--- src/design/cmfb_pkg.sv ---
package cmfb_pkg;

   // Command kinds, coded as on the request mode port
   typedef enum logic [1:0] {
      CMD_ENABLE   = 2'd0,
      CMD_DISABLE  = 2'd1,
      CMD_MIT      = 2'd2,
      CMD_FEEDBACK = 2'd3
   } cmd_kind_type;

   // Classified command: clamped operands kept as offsets from the range minimum
   typedef struct packed {
      cmd_kind_type kind;
      logic [10:0]  motor_id;
      logic [20:0]  pos_off;
      logic [20:0]  spd_off;
      logic [24:0]  kp_off;
      logic [18:0]  kd_off;
      logic [21:0]  tq_off;
   } cmd_type;

   // One outgoing CAN frame
   typedef struct packed {
      logic [10:0] frame_id;
      logic [63:0] payload;
      logic        last_frame;
   } frame_type;

   // Queue sizes
   localparam int CMD_DEPTH     = 4;
   localparam int CMD_PTR_W     = $clog2(CMD_DEPTH);
   localparam int CMD_CNT_W     = $clog2(CMD_DEPTH + 1);
   localparam int FRAME_DEPTH   = 8;
   localparam int FRAME_PTR_W   = $clog2(FRAME_DEPTH);
   localparam int FRAME_CNT_W   = $clog2(FRAME_DEPTH + 1);

   // Protocol bytes and identifiers
   localparam logic [10:0] BROADCAST_ID  = 11'h7FF;
   localparam logic [7:0]  BYTE_ENABLE   = 8'hFC;
   localparam logic [7:0]  BYTE_DISABLE  = 8'hFD;
   localparam logic [7:0]  BYTE_FEEDBACK = 8'hCC;
   localparam logic [7:0]  BYTE_REG_WR   = 8'h55;
   localparam logic [7:0]  REG_MODE      = 8'h0A;
   localparam logic [7:0]  MODE_CODE_RST = 8'h01;

   // Clamp bounds, Q16.16
   localparam logic signed [31:0] POS_MIN = -32'sd819200;
   localparam logic signed [31:0] POS_MAX = 32'sd819200;
   localparam logic signed [31:0] SPD_MIN = -32'sd655360;
   localparam logic signed [31:0] SPD_MAX = 32'sd655360;
   localparam logic signed [31:0] KP_MIN  = 32'sd0;
   localparam logic signed [31:0] KP_MAX  = 32'sd32768000;
   localparam logic signed [31:0] KD_MIN  = 32'sd0;
   localparam logic signed [31:0] KD_MAX  = 32'sd327680;
   localparam logic signed [31:0] TQ_MIN  = -32'sd1835008;
   localparam logic signed [31:0] TQ_MAX  = 32'sd1835008;

   // Quantizer: span = divisor * 2^shift, code width in bits
   localparam int POS_CODE_BITS = 16;
   localparam int LOW_BITS = 12;
   localparam int POS_SHIFT = 16;
   localparam int SPD_SHIFT = 18;
   localparam int KP_SHIFT  = 18;
   localparam int KD_SHIFT  = 16;
   localparam int TQ_SHIFT  = 19;
   localparam logic [6:0] POS_DIV = 7'd25;
   localparam logic [6:0] SPD_DIV = 7'd5;
   localparam logic [6:0] KP_DIV  = 7'd125;
   localparam logic [6:0] KD_DIV  = 7'd5;
   localparam logic [6:0] TQ_DIV  = 7'd7;

   // Reciprocals floor(2^RECIP_SHIFT / divisor); estimate is low by at most one
   localparam int RECIP_SHIFT = 24;
   localparam logic [21:0] POS_RECIP = 22'(2 ** RECIP_SHIFT / 25);
   localparam logic [21:0] SPD_RECIP = 22'(2 ** RECIP_SHIFT / 5);
   localparam logic [21:0] KP_RECIP  = 22'(2 ** RECIP_SHIFT / 125);
   localparam logic [21:0] KD_RECIP  = 22'(2 ** RECIP_SHIFT / 5);
   localparam logic [21:0] TQ_RECIP  = 22'(2 ** RECIP_SHIFT / 7);

   // Saturate to [lo, hi] and return the distance from lo
   function automatic logic [24:0] clamp_offset(logic signed [31:0] v,
                                                logic signed [31:0] lo,
                                                logic signed [31:0] hi);
      logic signed [31:0] vc;
      logic [31:0]        d;
      if (v < lo) begin
         vc = lo;
      end else if (v > hi) begin
         vc = hi;
      end else begin
         vc = v;
      end
      d = 32'(vc - lo);
      return d[24:0];
   endfunction

   // Multiply by 2^bits - 1, then drop the power-of-two part of the span
   function automatic logic [20:0] scale_shift(logic [24:0] x, int unsigned bits,
                                               int unsigned shift);
      logic [40:0] xw;
      logic [40:0] p;
      xw = {16'b0, x};
      p  = (xw << bits) - xw;
      return 21'(p >> shift);
   endfunction

   // Quotient estimate by reciprocal multiply
   function automatic logic [15:0] recip_estimate(logic [20:0] y, logic [21:0] k);
      logic [42:0] m;
      m = {22'b0, y} * {21'b0, k};
      return m[RECIP_SHIFT +: 16];
   endfunction

   // Fix the estimate with one compare against the remainder
   function automatic logic [15:0] round_fix(logic [20:0] y, logic [15:0] qe,
                                             logic [6:0] d);
      logic [22:0] prod;
      logic [22:0] r;
      prod = {7'b0, qe} * {16'b0, d};
      r    = {2'b0, y} - prod;
      return (r >= {16'b0, d}) ? qe + 16'd1 : qe;
   endfunction

endpackage

--- src/design/cmfb_front.sv ---
module cmfb_front (
   input  logic               [1:0]  req_mode,
   input  logic               [10:0] req_motor_id,
   input  logic signed        [31:0] req_target_position,
   input  logic signed        [31:0] req_target_speed,
   input  logic signed        [31:0] req_stiffness_gain,
   input  logic signed        [31:0] req_damping_gain,
   input  logic signed        [31:0] req_target_torque,
   output cmfb_pkg::cmd_type         cmd
);

   logic [24:0] pos_c;
   logic [24:0] spd_c;
   logic [24:0] kp_c;
   logic [24:0] kd_c;
   logic [24:0] tq_c;

   // Saturate each MIT operand and take its offset from the range minimum
   assign pos_c = cmfb_pkg::clamp_offset(req_target_position, cmfb_pkg::POS_MIN,
                                         cmfb_pkg::POS_MAX);
   assign spd_c = cmfb_pkg::clamp_offset(req_target_speed, cmfb_pkg::SPD_MIN,
                                         cmfb_pkg::SPD_MAX);
   assign kp_c  = cmfb_pkg::clamp_offset(req_stiffness_gain, cmfb_pkg::KP_MIN,
                                         cmfb_pkg::KP_MAX);
   assign kd_c  = cmfb_pkg::clamp_offset(req_damping_gain, cmfb_pkg::KD_MIN,
                                         cmfb_pkg::KD_MAX);
   assign tq_c  = cmfb_pkg::clamp_offset(req_target_torque, cmfb_pkg::TQ_MIN,
                                         cmfb_pkg::TQ_MAX);

   // Classify the command and pack it for the command queue
   always_comb begin
      cmd.kind     = cmfb_pkg::cmd_kind_type'(req_mode);
      cmd.motor_id = req_motor_id;
      cmd.pos_off  = pos_c[20:0];
      cmd.spd_off  = spd_c[20:0];
      cmd.kp_off   = kp_c;
      cmd.kd_off   = kd_c[18:0];
      cmd.tq_off   = tq_c[21:0];
   end

endmodule

--- src/design/cmfb_cmd_queue.sv ---
module cmfb_cmd_queue (
   input  logic              clock,
   input  logic              reset,
   input  logic              push,
   input  cmfb_pkg::cmd_type push_data,
   output logic              full,
   input  logic              pop,
   output cmfb_pkg::cmd_type head,
   output logic              head_valid
);

   cmfb_pkg::cmd_type                    mem_ff [cmfb_pkg::CMD_DEPTH];
   logic [cmfb_pkg::CMD_PTR_W-1:0]       wr_ptr_ff;
   logic [cmfb_pkg::CMD_PTR_W-1:0]       wr_ptr_in;
   logic [cmfb_pkg::CMD_PTR_W-1:0]       rd_ptr_ff;
   logic [cmfb_pkg::CMD_PTR_W-1:0]       rd_ptr_in;
   logic [cmfb_pkg::CMD_CNT_W-1:0]       count_ff;
   logic [cmfb_pkg::CMD_CNT_W-1:0]       count_in;
   logic                                 do_push;
   logic                                 do_pop;

   assign full       = (count_ff == cmfb_pkg::CMD_CNT_W'(cmfb_pkg::CMD_DEPTH));
   assign head_valid = (count_ff != '0);
   assign head       = mem_ff[rd_ptr_ff];
   assign do_push    = push && !full;
   assign do_pop     = pop && head_valid;

   // Advance pointers and occupancy
   always_comb begin
      wr_ptr_in = do_push ? wr_ptr_ff + 1'b1 : wr_ptr_ff;
      rd_ptr_in = do_pop ? rd_ptr_ff + 1'b1 : rd_ptr_ff;
      count_in  = count_ff + cmfb_pkg::CMD_CNT_W'(do_push)
                           - cmfb_pkg::CMD_CNT_W'(do_pop);
   end

   always_ff @(posedge clock) begin
      if (reset) begin
         wr_ptr_ff <= '0;
         rd_ptr_ff <= '0;
         count_ff  <= '0;
      end else begin
         wr_ptr_ff <= wr_ptr_in;
         rd_ptr_ff <= rd_ptr_in;
         count_ff  <= count_in;
      end
   end

   // Store the entry on a transfer
   always_ff @(posedge clock) begin
      if (do_push) begin
         mem_ff[wr_ptr_ff] <= push_data;
      end
   end

endmodule

--- src/design/cmfb_back.sv ---
module cmfb_back (
   input  logic                                 clock,
   input  logic                                 reset,
   input  logic                                 csr_we,
   input  logic [7:0]                           csr_wdata,
   input  cmfb_pkg::cmd_type                    head,
   input  logic                                 head_valid,
   output logic                                 head_pop,
   input  logic [cmfb_pkg::FRAME_CNT_W-1:0]     frame_count,
   output logic                                 frame_push,
   output cmfb_pkg::frame_type                  frame
);

   typedef enum logic [2:0] {
      FRM_ENABLE,
      FRM_DISABLE,
      FRM_FEEDBACK,
      FRM_SWITCH,
      FRM_MIT
   } frame_op_type;

   typedef struct packed {
      frame_op_type op;
      logic [10:0]  motor_id;
      logic [20:0]  pos_off;
      logic [20:0]  spd_off;
      logic [24:0]  kp_off;
      logic [18:0]  kd_off;
      logic [21:0]  tq_off;
   } issue_type;

   typedef struct packed {
      frame_op_type op;
      logic [10:0]  motor_id;
      logic [20:0]  pos_y;
      logic [14:0]  spd_y;
      logic [18:0]  kp_y;
      logic [14:0]  kd_y;
      logic [14:0]  tq_y;
   } scaled_type;

   typedef struct packed {
      scaled_type   s;
      logic [15:0]  pos_qe;
      logic [11:0]  spd_qe;
      logic [11:0]  kp_qe;
      logic [11:0]  kd_qe;
      logic [11:0]  tq_qe;
   } estimate_type;

   logic [7:0]                        mode_code_ff;
   logic                              phase_ff;
   logic                              phase_in;
   logic                              st0_v_ff;
   logic                              st1_v_ff;
   logic                              st2_v_ff;
   issue_type                         st0_ff;
   issue_type                         st0_in;
   scaled_type                        st1_ff;
   scaled_type                        st1_in;
   estimate_type                      st2_ff;
   estimate_type                      st2_in;
   logic [cmfb_pkg::FRAME_CNT_W:0]    committed;
   logic                              issue;
   logic                              is_mit;
   logic [20:0]                       sc_pos;
   logic [20:0]                       sc_spd;
   logic [20:0]                       sc_kp;
   logic [20:0]                       sc_kd;
   logic [20:0]                       sc_tq;
   logic [15:0]                       es_pos;
   logic [15:0]                       es_spd;
   logic [15:0]                       es_kp;
   logic [15:0]                       es_kd;
   logic [15:0]                       es_tq;
   logic [15:0]                       q_pos;
   logic [15:0]                       q_spd;
   logic [15:0]                       q_kp;
   logic [15:0]                       q_kd;
   logic [15:0]                       q_tq;

   // Hold the mode byte for the register-write frame
   always_ff @(posedge clock) begin
      if (reset) begin
         mode_code_ff <= cmfb_pkg::MODE_CODE_RST;
      end else if (csr_we) begin
         mode_code_ff <= csr_wdata;
      end
   end

   // Issue only when the frame queue has room for everything in flight
   assign committed = (cmfb_pkg::FRAME_CNT_W + 1)'(frame_count)
                    + (cmfb_pkg::FRAME_CNT_W + 1)'(st0_v_ff)
                    + (cmfb_pkg::FRAME_CNT_W + 1)'(st1_v_ff)
                    + (cmfb_pkg::FRAME_CNT_W + 1)'(st2_v_ff);
   assign issue     = head_valid
                   && (committed < (cmfb_pkg::FRAME_CNT_W + 1)'(cmfb_pkg::FRAME_DEPTH));
   assign is_mit    = (head.kind == cmfb_pkg::CMD_MIT);

   // An MIT command issues the register write first, then the MIT frame
   assign head_pop = issue && !(is_mit && !phase_ff);
   assign phase_in = (issue && is_mit) ? !phase_ff : phase_ff;

   always_comb begin
      st0_in.motor_id = head.motor_id;
      st0_in.pos_off  = head.pos_off;
      st0_in.spd_off  = head.spd_off;
      st0_in.kp_off   = head.kp_off;
      st0_in.kd_off   = head.kd_off;
      st0_in.tq_off   = head.tq_off;
      unique case (head.kind)
         cmfb_pkg::CMD_ENABLE:   st0_in.op = FRM_ENABLE;
         cmfb_pkg::CMD_DISABLE:  st0_in.op = FRM_DISABLE;
         cmfb_pkg::CMD_FEEDBACK: st0_in.op = FRM_FEEDBACK;
         cmfb_pkg::CMD_MIT:      st0_in.op = phase_ff ? FRM_MIT : FRM_SWITCH;
         default:                st0_in.op = FRM_ENABLE;
      endcase
   end

   // Scale by the code range and drop the power-of-two part of the span
   assign sc_pos = cmfb_pkg::scale_shift(25'(st0_ff.pos_off), cmfb_pkg::POS_CODE_BITS,
                                         cmfb_pkg::POS_SHIFT);
   assign sc_spd = cmfb_pkg::scale_shift(25'(st0_ff.spd_off), cmfb_pkg::LOW_BITS,
                                         cmfb_pkg::SPD_SHIFT);
   assign sc_kp  = cmfb_pkg::scale_shift(st0_ff.kp_off, cmfb_pkg::LOW_BITS,
                                         cmfb_pkg::KP_SHIFT);
   assign sc_kd  = cmfb_pkg::scale_shift(25'(st0_ff.kd_off), cmfb_pkg::LOW_BITS,
                                         cmfb_pkg::KD_SHIFT);
   assign sc_tq  = cmfb_pkg::scale_shift(25'(st0_ff.tq_off), cmfb_pkg::LOW_BITS,
                                         cmfb_pkg::TQ_SHIFT);

   always_comb begin
      st1_in.op       = st0_ff.op;
      st1_in.motor_id = st0_ff.motor_id;
      st1_in.pos_y    = sc_pos;
      st1_in.spd_y    = sc_spd[14:0];
      st1_in.kp_y     = sc_kp[18:0];
      st1_in.kd_y     = sc_kd[14:0];
      st1_in.tq_y     = sc_tq[14:0];
   end

   // Estimate the odd part of the division by reciprocal multiply
   assign es_pos = cmfb_pkg::recip_estimate(st1_ff.pos_y, cmfb_pkg::POS_RECIP);
   assign es_spd = cmfb_pkg::recip_estimate(21'(st1_ff.spd_y), cmfb_pkg::SPD_RECIP);
   assign es_kp  = cmfb_pkg::recip_estimate(21'(st1_ff.kp_y), cmfb_pkg::KP_RECIP);
   assign es_kd  = cmfb_pkg::recip_estimate(21'(st1_ff.kd_y), cmfb_pkg::KD_RECIP);
   assign es_tq  = cmfb_pkg::recip_estimate(21'(st1_ff.tq_y), cmfb_pkg::TQ_RECIP);

   always_comb begin
      st2_in.s      = st1_ff;
      st2_in.pos_qe = es_pos;
      st2_in.spd_qe = es_spd[11:0];
      st2_in.kp_qe  = es_kp[11:0];
      st2_in.kd_qe  = es_kd[11:0];
      st2_in.tq_qe  = es_tq[11:0];
   end

   // Correct each estimate against its remainder
   assign q_pos = cmfb_pkg::round_fix(st2_ff.s.pos_y, st2_ff.pos_qe, cmfb_pkg::POS_DIV);
   assign q_spd = cmfb_pkg::round_fix(21'(st2_ff.s.spd_y), 16'(st2_ff.spd_qe),
                                      cmfb_pkg::SPD_DIV);
   assign q_kp  = cmfb_pkg::round_fix(21'(st2_ff.s.kp_y), 16'(st2_ff.kp_qe),
                                      cmfb_pkg::KP_DIV);
   assign q_kd  = cmfb_pkg::round_fix(21'(st2_ff.s.kd_y), 16'(st2_ff.kd_qe),
                                      cmfb_pkg::KD_DIV);
   assign q_tq  = cmfb_pkg::round_fix(21'(st2_ff.s.tq_y), 16'(st2_ff.tq_qe),
                                      cmfb_pkg::TQ_DIV);

   // Build the frame at the end of the pipeline
   assign frame_push = st2_v_ff;

   always_comb begin
      frame.frame_id   = st2_ff.s.motor_id;
      frame.last_frame = 1'b1;
      frame.payload    = '0;
      unique case (st2_ff.s.op)
         FRM_ENABLE: begin
            frame.payload = {56'hFF_FFFF_FFFF_FFFF, cmfb_pkg::BYTE_ENABLE};
         end
         FRM_DISABLE: begin
            frame.payload = {56'hFF_FFFF_FFFF_FFFF, cmfb_pkg::BYTE_DISABLE};
         end
         FRM_FEEDBACK: begin
            frame.frame_id = cmfb_pkg::BROADCAST_ID;
            frame.payload  = {st2_ff.s.motor_id[7:0], 5'b0, st2_ff.s.motor_id[10:8],
                              cmfb_pkg::BYTE_FEEDBACK, 40'h0};
         end
         FRM_SWITCH: begin
            frame.frame_id   = cmfb_pkg::BROADCAST_ID;
            frame.last_frame = 1'b0;
            frame.payload    = {st2_ff.s.motor_id[7:0], 5'b0, st2_ff.s.motor_id[10:8],
                                cmfb_pkg::BYTE_REG_WR, cmfb_pkg::REG_MODE,
                                mode_code_ff, 24'h0};
         end
         FRM_MIT: begin
            frame.payload = {q_pos, q_spd[11:0], q_kp[11:0], q_kd[11:0], q_tq[11:0]};
         end
         default: begin
            frame.payload = '0;
         end
      endcase
   end

   // Advance the pipeline valid bits and the MIT phase
   always_ff @(posedge clock) begin
      if (reset) begin
         phase_ff <= 1'b0;
         st0_v_ff <= 1'b0;
         st1_v_ff <= 1'b0;
         st2_v_ff <= 1'b0;
      end else begin
         phase_ff <= phase_in;
         st0_v_ff <= issue;
         st1_v_ff <= st0_v_ff;
         st2_v_ff <= st1_v_ff;
      end
   end

   // Pipeline payload
   always_ff @(posedge clock) begin
      st0_ff <= st0_in;
      st1_ff <= st1_in;
      st2_ff <= st2_in;
   end

endmodule

--- src/design/cmfb_frame_queue.sv ---
module cmfb_frame_queue (
   input  logic                               clock,
   input  logic                               reset,
   input  logic                               push,
   input  cmfb_pkg::frame_type                push_data,
   output logic [cmfb_pkg::FRAME_CNT_W-1:0]   count,
   input  logic                               pop,
   output cmfb_pkg::frame_type                head,
   output logic                               empty
);

   cmfb_pkg::frame_type                  mem_ff [cmfb_pkg::FRAME_DEPTH];
   logic [cmfb_pkg::FRAME_PTR_W-1:0]     wr_ptr_ff;
   logic [cmfb_pkg::FRAME_PTR_W-1:0]     wr_ptr_in;
   logic [cmfb_pkg::FRAME_PTR_W-1:0]     rd_ptr_ff;
   logic [cmfb_pkg::FRAME_PTR_W-1:0]     rd_ptr_in;
   logic [cmfb_pkg::FRAME_CNT_W-1:0]     count_ff;
   logic [cmfb_pkg::FRAME_CNT_W-1:0]     count_in;
   logic                                 do_push;
   logic                                 do_pop;

   assign count   = count_ff;
   assign empty   = (count_ff == '0);
   assign head    = mem_ff[rd_ptr_ff];
   assign do_push = push && (count_ff != cmfb_pkg::FRAME_CNT_W'(cmfb_pkg::FRAME_DEPTH));
   assign do_pop  = pop && !empty;

   // Advance pointers and occupancy
   always_comb begin
      wr_ptr_in = do_push ? wr_ptr_ff + 1'b1 : wr_ptr_ff;
      rd_ptr_in = do_pop ? rd_ptr_ff + 1'b1 : rd_ptr_ff;
      count_in  = count_ff + cmfb_pkg::FRAME_CNT_W'(do_push)
                           - cmfb_pkg::FRAME_CNT_W'(do_pop);
   end

   always_ff @(posedge clock) begin
      if (reset) begin
         wr_ptr_ff <= '0;
         rd_ptr_ff <= '0;
         count_ff  <= '0;
      end else begin
         wr_ptr_ff <= wr_ptr_in;
         rd_ptr_ff <= rd_ptr_in;
         count_ff  <= count_in;
      end
   end

   // Store the frame
   always_ff @(posedge clock) begin
      if (do_push) begin
         mem_ff[wr_ptr_ff] <= push_data;
      end
   end

endmodule

--- src/design/motor_command_frame_builder.sv ---
// Motor command to CAN frame builder. Push one command per transfer on req_*;
// the frames that carry it come out in transmission order on rsp_*, a queue
// read side (rsp_empty low means a frame is shown, rsp_pop takes it). Enable,
// disable and feedback request give one frame; an MIT command gives two, a
// mode-switch register write to 0x7FF followed by the packed MIT frame, and
// rsp_last_frame marks the final frame of each command. The frame sequencer
// issues one frame per cycle while rsp_pop keeps up, so single-frame commands
// sustain one per cycle and an MIT command takes an issue slot for each of its
// two frames. With the block idle, the first frame of a command passes the
// command queue, the issue register, the scale stage and the reciprocal-multiply
// stage, with the correction feeding the frame queue directly; the MIT frame
// follows in the next cycle. req_full rises when four commands wait. csr_wdata
// sets the mode byte of the register write (1 after reset); write it only while
// no command is in flight.
module motor_command_frame_builder (
   input  logic               clock,
   input  logic               reset,
   input  logic               csr_we,
   input  logic        [7:0]  csr_wdata,
   input  logic               req_push,
   output logic               req_full,
   input  logic        [1:0]  req_mode,
   input  logic        [10:0] req_motor_id,
   input  logic signed [31:0] req_target_position,
   input  logic signed [31:0] req_target_speed,
   input  logic signed [31:0] req_stiffness_gain,
   input  logic signed [31:0] req_damping_gain,
   input  logic signed [31:0] req_target_torque,
   output logic               rsp_empty,
   input  logic               rsp_pop,
   output logic        [10:0] rsp_frame_id,
   output logic        [63:0] rsp_payload,
   output logic               rsp_last_frame
);

   cmfb_pkg::cmd_type                      cmd;
   cmfb_pkg::cmd_type                      head;
   logic                                   head_valid;
   logic                                   head_pop;
   logic [cmfb_pkg::FRAME_CNT_W-1:0]       frame_count;
   logic                                   frame_push;
   cmfb_pkg::frame_type                    frame;
   cmfb_pkg::frame_type                    out_frame;

   // Classify and clamp incoming commands
   cmfb_front u_front (
      .req_mode            (req_mode),
      .req_motor_id        (req_motor_id),
      .req_target_position (req_target_position),
      .req_target_speed    (req_target_speed),
      .req_stiffness_gain  (req_stiffness_gain),
      .req_damping_gain    (req_damping_gain),
      .req_target_torque   (req_target_torque),
      .cmd                 (cmd)
   );

   // Decouple intake from frame generation
   cmfb_cmd_queue u_cmd_queue (
      .clock      (clock),
      .reset      (reset),
      .push       (req_push),
      .push_data  (cmd),
      .full       (req_full),
      .pop        (head_pop),
      .head       (head),
      .head_valid (head_valid)
   );

   // Sequence frames and quantize MIT operands
   cmfb_back u_back (
      .clock       (clock),
      .reset       (reset),
      .csr_we      (csr_we),
      .csr_wdata   (csr_wdata),
      .head        (head),
      .head_valid  (head_valid),
      .head_pop    (head_pop),
      .frame_count (frame_count),
      .frame_push  (frame_push),
      .frame       (frame)
   );

   // Hold finished frames until taken
   cmfb_frame_queue u_frame_queue (
      .clock     (clock),
      .reset     (reset),
      .push      (frame_push),
      .push_data (frame),
      .count     (frame_count),
      .pop       (rsp_pop),
      .head      (out_frame),
      .empty     (rsp_empty)
   );

   assign rsp_frame_id   = out_frame.frame_id;
   assign rsp_payload    = out_frame.payload;
   assign rsp_last_frame = out_frame.last_frame;

endmodule

--- config.mk ---
export PLATFORM = sky130hd
export DESIGN_NAME = motor_command_frame_builder
export DESIGN_NICKNAME = d
export VERILOG_FILES = /design/src/design/cmfb_pkg.sv /design/src/design/cmfb_front.sv /design/src/design/cmfb_cmd_queue.sv /design/src/design/cmfb_back.sv /design/src/design/cmfb_frame_queue.sv /design/src/design/motor_command_frame_builder.sv
export SDC_FILE = /design/constraint.sdc
export NUM_CORES = 2
export LEC_CHECK = 0
export ABC_AREA = 1
export BUFFER_PORTS_ARGS = -buffer_cell sky130_fd_sc_hd__buf_2
export CORE_MARGIN = 1.5
export CORE_UTILIZATION = 57
export DETAILED_ROUTE_END_ITERATION = 6
export PLACE_DENSITY = 0.79
export SLEW_MARGIN = 20
export SYNTH_ARGS = -nofsm -noshare
export SYNTH_HDL_FRONTEND = slang
export SYNTH_SLANG_ARGS = --single-unit
--- constraint.sdc ---
create_clock -name clock -period 6.7 [get_ports clock]
set_clock_uncertainty 0.2 [all_clocks]
set_input_delay 1.005 -clock clock [delete_from_list [all_inputs] [get_ports clock]]
set_output_delay 1.005 -clock clock [all_outputs]
set_load 0.005 [all_outputs]
==> run metrics <==
status=finished, final reports clean; Clock Path Buffers=3; Setup CP Type=flop to flop; Overflow after GRT=0; core area=roughly 0.15 mm^2; setup slack after layout=~0.57 ns; Routed WL per cell=about 19 um; post-layout min period=6.13 ns; synthesized area=0.0881 mm^2; final slew viol count=0; share of layout cells above drive strength 1=7.28%; Final ANT Viol Nets=0; vias=around 63000; achievable clock frequency=about 160 MHz; area grow syn2layout=9.82%; Reg2Reg Depth=22; Max-cap violations=0; syn nets=between 10000 and 15000; launch point of the critical path=u_back.st2_ff[26]; Hold Path Origin=u_back.st0_ff[110]; worst endpoint required time=7.02 ns; Startpoint Class=flop; TritonCTS buffer count=between 150 and 200; final count of negative-setup-slack endpoints=0; Hold Path Stages=0; port buffer count=263; worst hold path class=flop to flop; Syn Area/Cell=10.1 um^2; Post-Synthesis Cells=8727; final worst-path cycle share=roughly 91%; most common cell after layout, fill and taps aside=nor2_1; vias in the first global route=approximately 63000; Post-Route WL=210 mm; H-tree depth reported by CTS=4; HPWL after DPL=between 100 and 150 mm; 1st-iter DRT viols=5358; root buffer cell=clkbuf_16; clk_lat worst skew=0.82 ns; Die Area=0.157 mm^2; Critical Path End Type=flop; slew margin rel.=about a fifth; reg2reg setup slack=between 0.5 and 0.6 ns; post-synthesis sequential area ratio=a little under half; CTS tree=done; FF+latch count, synth=roughly 1500; DRC=0; worst-path maximum fanout=15; Placement Setup Slack=between 0.4 and 0.5 ns; RD Place Congestion=around 0.95; RR Startpoint=u_back.st2_ff[26]; Initial Util=~57%; flip-flop and latch area=0.0412 mm^2; Async SR Flop Fraction=0%; FF-to-FF End=u_frame_queue.mem_ff[0][28]; vias per cell=5.67; commonest cells after routing, fill and taps aside=nor2_1 (1196), inv_1 (1190), edfxtp_1 (1092), nand2_1 (923), ha_1 (871); multi-input logic area=between 0.04 and 0.05 mm^2; IO Pins=~260; Tot GR Track Use=26.8%; largest net degree at the start of global routing=195; Die X=396 um; Fin Hold WS=0.125 ns; initial antenna violation count=21; Clock Sinks=about 1500; first-pass GRT wire length=about 330 mm; Fin. Hold Viols=0; # nets final=about 10000; Synth cell types=~60; FP Rows=144; EDFF count, synth=~1100; Post-CTS Setup Inserts=0; die height=396 um; RSZ-0062 raised after global routing=no; WHS Endpoint=u_back.st1_ff[87]; TritonRoute pass-1 iters=6; Worst Tran Pin Value=1.18 ns; Top FF cell, synth=edfxtp_1; clock slew at reported path FFs=about 0.060 ns; FILL cells=between 10000 and 15000; synth warn=0; crit path DAT=between 6 and 7 ns
[cells in the mapped netlist (5+ instances only)]
cell	number	share of area (%)
dfxtp_1	418	9.5
nor2_2	9	0.064
nor2_4	6	0.077
nand2_1	923	3.9
a21oi_2	8	0.080
o21bai_1	14	0.12
o21ai_2	7	0.070
a21oi_1	341	1.9
inv_2	12	0.051
a21o_1	17	0.14
nor2_1	1210	5.2
clkinv_1	5	0.021
a31oi_1	95	0.67
o31ai_1	7	0.060
o21ai_0	754	4.3
nor4_1	38	0.27
buf_2	16	0.091
o22ai_1	196	1.4
nor3_1	87	0.49
xor2_1	154	1.5
nand2_2	20	0.14
o211ai_1	9	0.077
fa_1	452	10
clkbuf_1	205	0.87
edfxtp_1	1092	37
ha_1	871	12
o21ai_1	19	0.11
nand4_1	102	0.72
a21boi_0	6	0.051
xnor2_1	61	0.61
nand3_1	253	1.4
a221oi_1	6	0.060
o21a_1	14	0.12
nand3b_1	13	0.11
nand3_2	7	0.080
o221ai_1	6	0.060
inv_1	1192	5.1
buf_1	15	0.064
or2_2	21	0.15
and2_1	7	0.050
[cells by family (layout without fill, tap and decap cells)]
family | Yosys count | after routing | share of synthesized area, %
adder cells (fa/ha/maj) | 1323 | 1323 | 22.6
AO/OA/AOI/OAI | 1516 | 1516 | 9.40
other | 0 | 7 | 0
flip-flops | 1510 | 1510 | 46.7
AND/OR/NAND/NOR | 2713 | 2713 | 12.9
buffers and inverters | 1450 | 1800 | 6.24
XOR/XNOR | 215 | 215 | 2.14
[flip-flops by register name, indices dropped and copies added, names as in the netlist, named ones only]
signal,flops
u_cmd_queue.mem_ff,484
u_back.st0_ff,122
u_frame_queue.rd_ptr_ff,3
u_back.st1_ff,99
u_back.mode_code_ff,8
u_cmd_queue.count_ff,3
u_back.st2_ff,163
u_cmd_queue.rd_ptr_ff,2
u_back.frame_push,1
u_frame_queue.wr_ptr_ff,3
u_back.st0_v_ff,1
u_frame_queue.mem_ff,608
u_back.st1_v_ff,1
u_frame_queue.count,4
u_back.phase_ff,1
u_cmd_queue.wr_ptr_ff,2
[what timing repair did]
item / in CTS / in global routing
resized for setup: 0 / 3
setup endpoints to repair: 0 / 24
hold endpoints to repair: 0 / 0
hold buffers: 0 / 0
[worst max path at each step]
stage,endpoint,slack (ns),cells past startpoint
6_report,u_frame_queue.mem_ff[0][28],0.57,22
5_1_grt,u_frame_queue.mem_ff[7][28],0.04,22
4_1_cts,u_frame_queue.mem_ff[0][35],0.39,21
3_5_place_dp,u_frame_queue.mem_ff[0][35],0.40,21
3_3_place_gp,u_frame_queue.mem_ff[1][35],0.63,22
2_1_floorplan,u_cmd_queue.mem_ff[0][0],-0.48,4
[metal layers]
layer,wire [um],global-route usage [%],vias up,share of wire (%)
met3,15800,3.94,388,7.5
met2,97800,43.6,2346,46
met4,6030,8.57,14,2.9
li1,-,-,30000,-
met1,90800,37.0,30400,43
met5,86,0,-,0.041
[area by class of cell]
| class | instances | area share (%) |
|---|---|---|
| inverters | 1209 | 4.71 |
| diodes | 7 | 0.0181 |
| flip-flops and latches | 1510 | 42.6 |
| multi-input cells | 5767 | 43.0 |
| clock buffers | 212 | 4.39 |
| repair buffers | 306 | 1.78 |
| well taps | 2044 | 2.64 |
| clock inverters | 73 | 0.950 |
[through the flow]
step / cells / area (um^2) / TNS (ns) / utilization (%)
2_1_floorplan: 8727 / 88100 / -230.02 / -
3_3_place_gp: 10800 / 91600 / 0 / 59.6
3_5_place_dp: 10800 / 91600 / 0 / 59.6
4_1_cts: 11100 / 96700 / 0 / 62.9
5_1_grt: 11100 / 96800 / 0 / 63.0
6_report: 11100 / 96800 / 0 / 63.0
[worst max-delay path: stages, from the launching register on]
cell     delay [ns]
dfxtp_1        0.55
inv_1          0.22
fa_1           0.60
fa_1           0.46
fa_1           0.56
inv_1          0.06
fa_1           0.53
inv_1          0.04
ha_1           0.36
nand2_1        0.16
nor2_1         0.28
nand2_1        0.14
nand2_1        0.09
nand2_1        0.07
nand4_1        0.09
nand2_1        0.07
nor2_1         0.09
nand3_1        0.18
inv_1          0.12
nand3_2        0.27
nand2_1        0.14
nand3_1        0.09
a21oi_1        0.51
Power is not shown: default switching activity piles up to over one toggle a cycle in this logic, so the estimate is an artifact.
